===== config.mk =====
export PLATFORM = sky130hd
export DESIGN_NAME = uart_8n1_transceiver
export DESIGN_NICKNAME = d
export VERILOG_FILES = /design/src/rtl/uart8n1_pkg.sv /design/src/rtl/uart8n1_tx.sv /design/src/rtl/uart8n1_rx.sv /design/src/rtl/uart_8n1_transceiver.sv
export SDC_FILE = /design/constraint.sdc
export NUM_CORES = 1
export LEC_CHECK = 0
export BUFFER_PORTS_ARGS = -buffer_cell sky130_fd_sc_hd__buf_2
export CORE_ASPECT_RATIO = 0.75
export CORE_MARGIN = 2
export CORE_UTILIZATION = 63
export CTS_BUF_LIST = sky130_fd_sc_hd__clkbuf_16
export DETAILED_ROUTE_END_ITERATION = 7
export GPL_TIMING_DRIVEN = 0
export HOLD_SLACK_MARGIN = 0.15
export MAX_ROUTING_LAYER = met4
export PLACE_DENSITY_LB_ADDON = 0.3
export SYNTH_ARGS = -nofsm -noshare
export SYNTH_HDL_FRONTEND = slang
export SYNTH_SLANG_ARGS = --single-unit

===== constraint.sdc =====
create_clock -name clock -period 8.1 [get_ports clock]
set_input_delay 1.62 -clock clock [delete_from_list [all_inputs] [get_ports clock]]
set_output_delay 1.62 -clock clock [all_outputs]
set_load 0.01 [all_outputs]

===== src/rtl/uart8n1_pkg.sv =====
`default_nettype none

package uart8n1_pkg;

   localparam int unsigned DATA_BITS_DEFAULT = 8;
   localparam int unsigned TIMER_W = 16;
   localparam int unsigned COUNT_W = 4;
   localparam logic [TIMER_W-1:0] BIT_PERIOD_RESET = 16'd5208;

   typedef struct packed {
      logic line;
      logic busy;
   } tx_out_type;

   typedef struct packed {
      logic       valid;
      logic [7:0] data;
   } rx_out_type;

endpackage

`default_nettype wire


===== src/rtl/uart8n1_tx.sv =====
`default_nettype none

module uart8n1_tx
   import uart8n1_pkg::*;
#(
   parameter int unsigned DATA_BITS = DATA_BITS_DEFAULT
) (
   input  wire logic               clock,
   input  wire logic               reset,
   input  wire logic               en,
   input  wire logic               start,
   input  wire logic [7:0]         byte_in,
   input  wire logic [TIMER_W-1:0] bit_period,
   output tx_out_type              result
);

   localparam logic [1:0] TX_IDLE  = 2'd0;
   localparam logic [1:0] TX_START = 2'd1;
   localparam logic [1:0] TX_DATA  = 2'd2;
   localparam logic [1:0] TX_STOP  = 2'd3;

   logic [1:0]           phase_ff, phase_in, phase_cur;
   logic [DATA_BITS-1:0] shift_ff, shift_in, shift_cur;
   logic [COUNT_W-1:0]   bits_ff, bits_in, bits_cur;
   logic [TIMER_W-1:0]   timer_ff, timer_in, timer_cur, timer_inc;
   logic                 load;

   always_comb begin
      load      = (phase_ff == TX_IDLE) && start;
      phase_cur = load ? TX_START : phase_ff;
      shift_cur = load ? byte_in[DATA_BITS-1:0] : shift_ff;
      bits_cur  = load ? '0 : bits_ff;
      timer_cur = load ? '0 : timer_ff;
      timer_inc = timer_cur + 1'b1;

      unique case (phase_cur)
         TX_START: result.line = 1'b0;
         TX_DATA:  result.line = shift_cur[0];
         default:  result.line = 1'b1;
      endcase
      result.busy = (phase_cur != TX_IDLE);

      phase_in = phase_cur;
      shift_in = shift_cur;
      bits_in  = bits_cur;
      timer_in = timer_cur;
      if (phase_cur != TX_IDLE) begin
         timer_in = timer_inc;
         if ((timer_inc >= bit_period) || (timer_inc == '0)) begin
            timer_in = '0;
            unique case (phase_cur)
               TX_START: begin
                  phase_in = TX_DATA;
                  bits_in  = COUNT_W'(DATA_BITS);
               end
               TX_DATA: begin
                  shift_in = shift_cur >> 1;
                  bits_in  = bits_cur - 1'b1;
                  if (bits_in == '0) begin
                     phase_in = TX_STOP;
                  end
               end
               default: phase_in = TX_IDLE;
            endcase
         end
      end
   end

   always_ff @(posedge clock) begin
      if (reset) begin
         phase_ff <= TX_IDLE;
         shift_ff <= '0;
         bits_ff  <= '0;
         timer_ff <= '0;
      end else if (en) begin
         phase_ff <= phase_in;
         shift_ff <= shift_in;
         bits_ff  <= bits_in;
         timer_ff <= timer_in;
      end
   end

endmodule

`default_nettype wire


===== src/rtl/uart8n1_rx.sv =====
`default_nettype none

module uart8n1_rx
   import uart8n1_pkg::*;
#(
   parameter int unsigned DATA_BITS = DATA_BITS_DEFAULT
) (
   input  wire logic               clock,
   input  wire logic               reset,
   input  wire logic               en,
   input  wire logic               rx,
   input  wire logic [TIMER_W-1:0] bit_period,
   output rx_out_type              result
);

   localparam logic [1:0] RX_WAIT_HIGH = 2'd0;
   localparam logic [1:0] RX_HUNT      = 2'd1;
   localparam logic [1:0] RX_CHECK     = 2'd2;
   localparam logic [1:0] RX_DATA      = 2'd3;

   logic [1:0]           phase_ff, phase_in;
   logic [DATA_BITS-1:0] shift_ff, shift_in;
   logic [COUNT_W-1:0]   bits_ff, bits_in;
   logic [TIMER_W-1:0]   timer_ff, timer_in, timer_inc;

   always_comb begin
      phase_in     = phase_ff;
      shift_in     = shift_ff;
      bits_in      = bits_ff;
      timer_in     = timer_ff;
      timer_inc    = timer_ff + 1'b1;
      result.valid = 1'b0;
      result.data  = '0;

      unique case (phase_ff)
         RX_WAIT_HIGH: begin
            if (rx) begin
               phase_in = RX_HUNT;
            end
         end
         RX_HUNT: begin
            if (!rx) begin
               phase_in = RX_CHECK;
               timer_in = '0;
            end
         end
         RX_CHECK: begin
            timer_in = timer_inc;
            if (timer_inc >= (bit_period >> 1)) begin
               timer_in = '0;
               if (rx) begin
                  phase_in = RX_HUNT;
               end else begin
                  phase_in = RX_DATA;
                  shift_in = '0;
                  bits_in  = COUNT_W'(DATA_BITS);
               end
            end
         end
         default: begin
            timer_in = timer_inc;
            if ((timer_inc >= bit_period) || (timer_inc == '0)) begin
               timer_in = '0;
               shift_in = {rx, shift_ff[DATA_BITS-1:1]};
               bits_in  = bits_ff - 1'b1;
               if (bits_in == '0) begin
                  result.valid = 1'b1;
                  result.data  = 8'(shift_in);
                  phase_in     = RX_WAIT_HIGH;
               end
            end
         end
      endcase
   end

   always_ff @(posedge clock) begin
      if (reset) begin
         phase_ff <= RX_WAIT_HIGH;
         shift_ff <= '0;
         bits_ff  <= '0;
         timer_ff <= '0;
      end else if (en) begin
         phase_ff <= phase_in;
         shift_ff <= shift_in;
         bits_ff  <= bits_in;
         timer_ff <= timer_in;
      end
   end

endmodule

`default_nettype wire


===== src/rtl/uart_8n1_transceiver.sv =====
// Serial 8N1 transmitter and receiver driven one clock tick per request.
//
// req channel: each request is one tick of the bit timebase and carries the
// sampled receive pin (req_rx_line) and an optional send request
// (req_tx_start with req_tx_byte). A send request made while a frame is in
// flight is dropped.
// rsp channel: exactly one response per request, in order, giving the
// transmit pin level, the busy flag and a received byte when rsp_rx_valid.
// csr channel: writes bit_period (ticks per bit); always ready. Write it
// only while no request is in flight.
//
// Path: a request is held in the input register, then its response in the
// result register, which drives the rsp channel.
// Throughput: one request per cycle unless stalled; one engine step per tick.
// Reset: both engines go idle, the receiver first waits for a high line,
// bit_period returns to 5208 and both channels empty.
// Stall: when rsp_ready is low the result register holds, the input
// register fills, and req_ready drops until responses drain.
`default_nettype none

module uart_8n1_transceiver
   import uart8n1_pkg::*;
#(
   parameter int unsigned DATA_BITS = DATA_BITS_DEFAULT
) (
   input  wire logic               clock,
   input  wire logic               reset,
   input  wire logic               req_valid,
   output logic                    req_ready,
   input  wire logic               req_rx_line,
   input  wire logic               req_tx_start,
   input  wire logic [7:0]         req_tx_byte,
   output logic                    rsp_valid,
   input  wire logic               rsp_ready,
   output logic                    rsp_tx_line,
   output logic                    rsp_tx_busy,
   output logic                    rsp_rx_valid,
   output logic [7:0]              rsp_rx_byte,
   input  wire logic               csr_valid,
   output logic                    csr_ready,
   input  wire logic [TIMER_W-1:0] csr_bit_period
);

   logic               in_valid_ff, in_valid_in;
   logic               rx_line_ff, tx_start_ff;
   logic [7:0]         tx_byte_ff;
   logic               rsp_valid_ff, rsp_valid_in;
   tx_out_type         tx_out, tx_out_ff;
   rx_out_type         rx_out, rx_out_ff;
   logic [TIMER_W-1:0] bit_period_ff;
   logic               advance, req_fire;

   assign advance   = in_valid_ff && (!rsp_valid_ff || rsp_ready);
   assign req_ready = !in_valid_ff || advance;
   assign req_fire  = req_valid && req_ready;
   assign csr_ready = 1'b1;

   always_comb begin
      in_valid_in  = req_fire ? 1'b1 : (advance ? 1'b0 : in_valid_ff);
      rsp_valid_in = advance ? 1'b1 : (rsp_ready ? 1'b0 : rsp_valid_ff);
   end

   always_ff @(posedge clock) begin
      if (reset) begin
         in_valid_ff   <= 1'b0;
         rsp_valid_ff  <= 1'b0;
         bit_period_ff <= BIT_PERIOD_RESET;
      end else begin
         in_valid_ff  <= in_valid_in;
         rsp_valid_ff <= rsp_valid_in;
         if (csr_valid && csr_ready) begin
            bit_period_ff <= csr_bit_period;
         end
      end
   end

   always_ff @(posedge clock) begin
      if (req_fire) begin
         rx_line_ff  <= req_rx_line;
         tx_start_ff <= req_tx_start;
         tx_byte_ff  <= req_tx_byte;
      end
      if (advance) begin
         tx_out_ff <= tx_out;
         rx_out_ff <= rx_out;
      end
   end

   uart8n1_tx #(.DATA_BITS(DATA_BITS)) u_tx (
      .clock      (clock),
      .reset      (reset),
      .en         (advance),
      .start      (tx_start_ff),
      .byte_in    (tx_byte_ff),
      .bit_period (bit_period_ff),
      .result     (tx_out)
   );

   uart8n1_rx #(.DATA_BITS(DATA_BITS)) u_rx (
      .clock      (clock),
      .reset      (reset),
      .en         (advance),
      .rx         (rx_line_ff),
      .bit_period (bit_period_ff),
      .result     (rx_out)
   );

   assign rsp_valid    = rsp_valid_ff;
   assign rsp_tx_line  = tx_out_ff.line;
   assign rsp_tx_busy  = tx_out_ff.busy;
   assign rsp_rx_valid = rx_out_ff.valid;
   assign rsp_rx_byte  = rx_out_ff.data;

endmodule

`default_nettype wire


==> key figures <==
Floorplanning
  • Initial Util: 0.6410
  • Die Span Y: 89.50 um
  • Die ar.: 0.01056 mm^2
  • Boundary Pins: 45
  • Die X: 118 um
  • Core Rows: 31
  • CORE AREA: 0.009580 mm^2

STA
  • # setup viols final: 0
  • Slew Limit Fails: 0
  • Final Hold Fails: 0
  • Final period utilization: 0.6845
  • Worst-Margin Slew: 901.0 ps
  • Slew margin rel.: 0.3942
  • Clk_skew: 6.853 ps
  • Fmax: 180.4 MHz
  • Hold WS: 488.7 ps
  • Min Tclk post-route: 5544 ps
  • Setup TNS: 0 ps
  • RSZ-0062 raised after global routing: no

Layout
  • Most frequent cells in the layout: 77 x nor2_1, 77 x dfxtp_1, 62 x nand2_1, 61 x ha_1, 55 x buf_2
  • Final core utilization: 0.7116
  • Final Cell Area: 0.006818 mm^2
  • Area grow syn2layout: 11.02%
  • Nets: 853
  • FF+latch area: 0.002172 mm^2
  • Multi-input logic area: 0.003645 mm^2
  • Fillers: 756
  • Share of layout cells above drive strength 1: 0.1253
  • Ant diodes: 0

Worst setup path
  • Kind of critical path: register to register
  • Worst path slowest cell: o31ai_1
  • CP Capture Type: register
  • Worst Path Arrival: 5840 ps
  • R2R cell count: 19
  • Cell breakdown of the critical path: or3b_1 > clkbuf_1 > clkbuf_1 > and2_1 > ha_1 > nand3_1 > nor2_1 > nand2_1 > xor2_1 > nor2_1 > ha_1 > nand2_1 > o21ai_0 > nor4_1 > o31a_1 > o31ai_1 > a21oi_2 > o31ai_1 > o221a_2
  • Crit path required time: 8400 ps
  • RR Endpoint: u_tx.shift_ff[5]$_SDFFE_PP0P_
  • Reg-to-reg slack, setup: 2560 ps
  • Reg-to-reg startpoint: tx_start_ff$_DFFE_PP_
  • CP max stage delay: 810 ps
  • CP Launch Type: register
  • Worst-path fanout max: 10

Clock network
  • CTS sink cnt: 98
  • Resized cells post-CTS: 0
  • Total CTS buffers: 9
  • CTS tree: yes
  • Clock Root Buffer: clkbuf_16
  • Clk pin slew, worst setup/hold paths: 70 ps
  • CTS Buffer Depth: 2
  • Cts hold-fix bufs: 0
  • Clock Latency Late Sink: 360 ps
  • H-Tree Depth: 3
  • Postcts setup bufs: 0

Placed design
  • DP Area: 0.006516 mm^2
  • Detailed Place HPWL: 11380 um
  • IO Port Bufs: 42
  • GP Congestion: 0.9051

Logic synthesis
  • Synth Area in Compound Gates: 0.1711
  • Netlist Area Pre-Place: 0.006141 mm^2
  • Main synth FF type: dfxtp_1
  • Seq/Total Area, Yosys: 0.3537
  • Multiplexer share of the synthesized area: 0.02302
  • Synth area leaders: dfxtp_1 25%, ha_1 12%, edfxtp_1 10%
  • Post-Synth XOR/XNOR Area: 0.04992
  • Simple-gate share of the synthesized area: 0.2245
  • Synth async-reset ratio: 0
  • Post-synth EDFFs: 21
  • Post-Syn Nets: 800
  • Synth area leader: dfxtp_1
  • Cell variety after synth: 68
  • Largest family of logic cells by synthesized area: simple AND/OR/NAND/NOR gates
  • #FFs+latches synth: 98
  • Synth warn: 0
  • Top-area cell type share of the netlist area: 0.2510
  • Mapped Cells: 708
  • Adder-cell share of the synthesized area: 0.1243
  • Mean Syn Cell Area: 8.674 um^2

Flow run
  • Max-Cap Viols: 0

Status
  • Outcome: finished, final reports clean

Route
  • DR vias: 5562
  • Remaining antenna violation count: 0
  • Pre-antenna DRT Iters: 6
  • # DRC: 0
  • DR WL/cell: 16.94 um
  • Iter 0 DRT Violations: 513
  • Post-Route WL: 15210 um
  • Vias/cell: 6.194

Power and ir drop
  • Max IR drop VDD: 0.0001289 V
  • P_leak: 2.761 nW
  • PD cells: 157.7 mW/mm^2

Hold path
  • Worst Hold Endpoint: u_rx.shift_ff[5]$_SDFFE_PP0P_
  • HP Start: u_rx.shift_ff[5]$_SDFFE_PP0P_
  • Hold Crit Class: register to register
  • Worst hold path stage count: 1

Global route
  • First-pass GRT wire length: 24840 um
  • Largest net degree at the start of global routing: 18
  • Grt ovf: 0
  • GR Util All Layers: 0.3050
  • Initial antenna violation count: 0
  • Vias in the first global route: 5161
==> kinds of logic after synthesis <==
family / after synthesis
and+or+nand+nor: 270
AOI/OAI and AO/OA: 149
DFF: 98
buffers and inverters: 80
adders and majority gates: 61
xor gates and xnor gates: 35
muxes: 14
other: 1
==> cells in the mapped netlist (6+ instances only) <==
master and number:
mux2i_1 13, xor2_1 17, nand3_1 27, ha_1 61, a211oi_1 12, a31o_2 6
o211ai_1 7, dfxtp_1 77, nor3_1 19, edfxtp_1 21, clkbuf_1 25, buf_2 13
nand2_1 62, nor4b_1 7, nand4_1 10, a21oi_1 29, a22oi_1 15, o221a_2 6
and2_1 13, xnor2_1 18, and4_1 6, o21ai_0 24, nor4_1 12, nor2_1 77
inv_1 36, nand2b_1 9
==> critical path: cells and delay by family, from the launching register on <==
kind | cells | cell delay [ps]
AO/OA/AOI/OAI | 6 | 2220
XOR/XNOR | 1 | 170
AND/OR/NAND/NOR | 8 | 1390
flip-flops | 1 | 420
adder cells (fa/ha/maj) | 2 | 600
buffers and inverters | 2 | 680
==> worst max-delay path by stage <==
stage / startpoint / slack (ps) / endpoint / cells past startpoint
after floorplan: tx_start_ff$_DFFE_PP_ / 4040 / u_tx.shift_ff[2]$_SDFFE_PP0P_ / 19
after global placement: tx_start_ff$_DFFE_PP_ / 3120 / u_tx.shift_ff[2]$_SDFFE_PP0P_ / 19
after detailed placement: tx_start_ff$_DFFE_PP_ / 2830 / u_tx.shift_ff[5]$_SDFFE_PP0P_ / 19
after CTS: tx_start_ff$_DFFE_PP_ / 2810 / u_tx.shift_ff[5]$_SDFFE_PP0P_ / 19
after global routing: tx_start_ff$_DFFE_PP_ / 2250 / u_tx.shift_ff[6]$_SDFFE_PP0P_ / 19
final: tx_start_ff$_DFFE_PP_ / 2560 / u_tx.shift_ff[5]$_SDFFE_PP0P_ / 19
==> cell type report <==
type | count | share of cell area
repair buffers | 42 | 0.03083
clock inverters | 7 | 0.01119
plain buffers | 44 | 0.02771
multi-input cells | 530 | 0.5346
flip-flops and latches | 98 | 0.3186
inverters | 36 | 0.01982
clock buffers | 9 | 0.03303
well taps | 132 | 0.02422
==> sequential cells by signal, summed over array words and instances, names as in the netlist <==
name and count:
tx_start_ff 1, u_rx.shift_ff 7, rsp_rx_valid 1, u_rx.timer_ff 16
u_tx.timer_ff 16, rsp_valid 1, rx_line_ff 1, in_valid_ff 1
u_rx.bits_ff 4, rsp_tx_busy 1, u_tx.bits_ff 4, u_tx.phase_ff 2
rsp_rx_byte 8, bit_period_ff 16, u_rx.phase_ff 2, tx_byte_ff 8
rsp_tx_line 1, u_tx.shift_ff 8
==> power by group <==
| part | switching (W) | total [W] | leakage, nW | internal (W) |
|---|---|---|---|---|
| sequential | 0.00000862 | 0.000522 | 0.825 | 0.000514 |
| clock | 0.000198 | 0.000440 | 0.148 | 0.000242 |
| combinational | 0.0000723 | 0.000113 | 1.79 | 0.0000402 |
==> per-layer routing <==
layer,vias to the layer above,part of all wire,GRT usage
met3,39,0.072,0.06059
met1,2623,0.46,0.3936
met5,-,0,-
met2,233,0.45,0.4863
met4,0,0.022,0.1041
li1,2667,-,-
==> per-stage QoR <==
step           total power [W]  instances  worst slack (ps)
2_1_floorplan        0.0006049        708              4044
3_3_place_gp         0.0006365        882              3115
3_5_place_dp         0.0006426        882              2832
4_1_cts               0.001075        898              2809
5_1_grt               0.001110        898              2253
6_report              0.001075        898              2556
No activity file was read; power rests on OpenSTA's default activity.
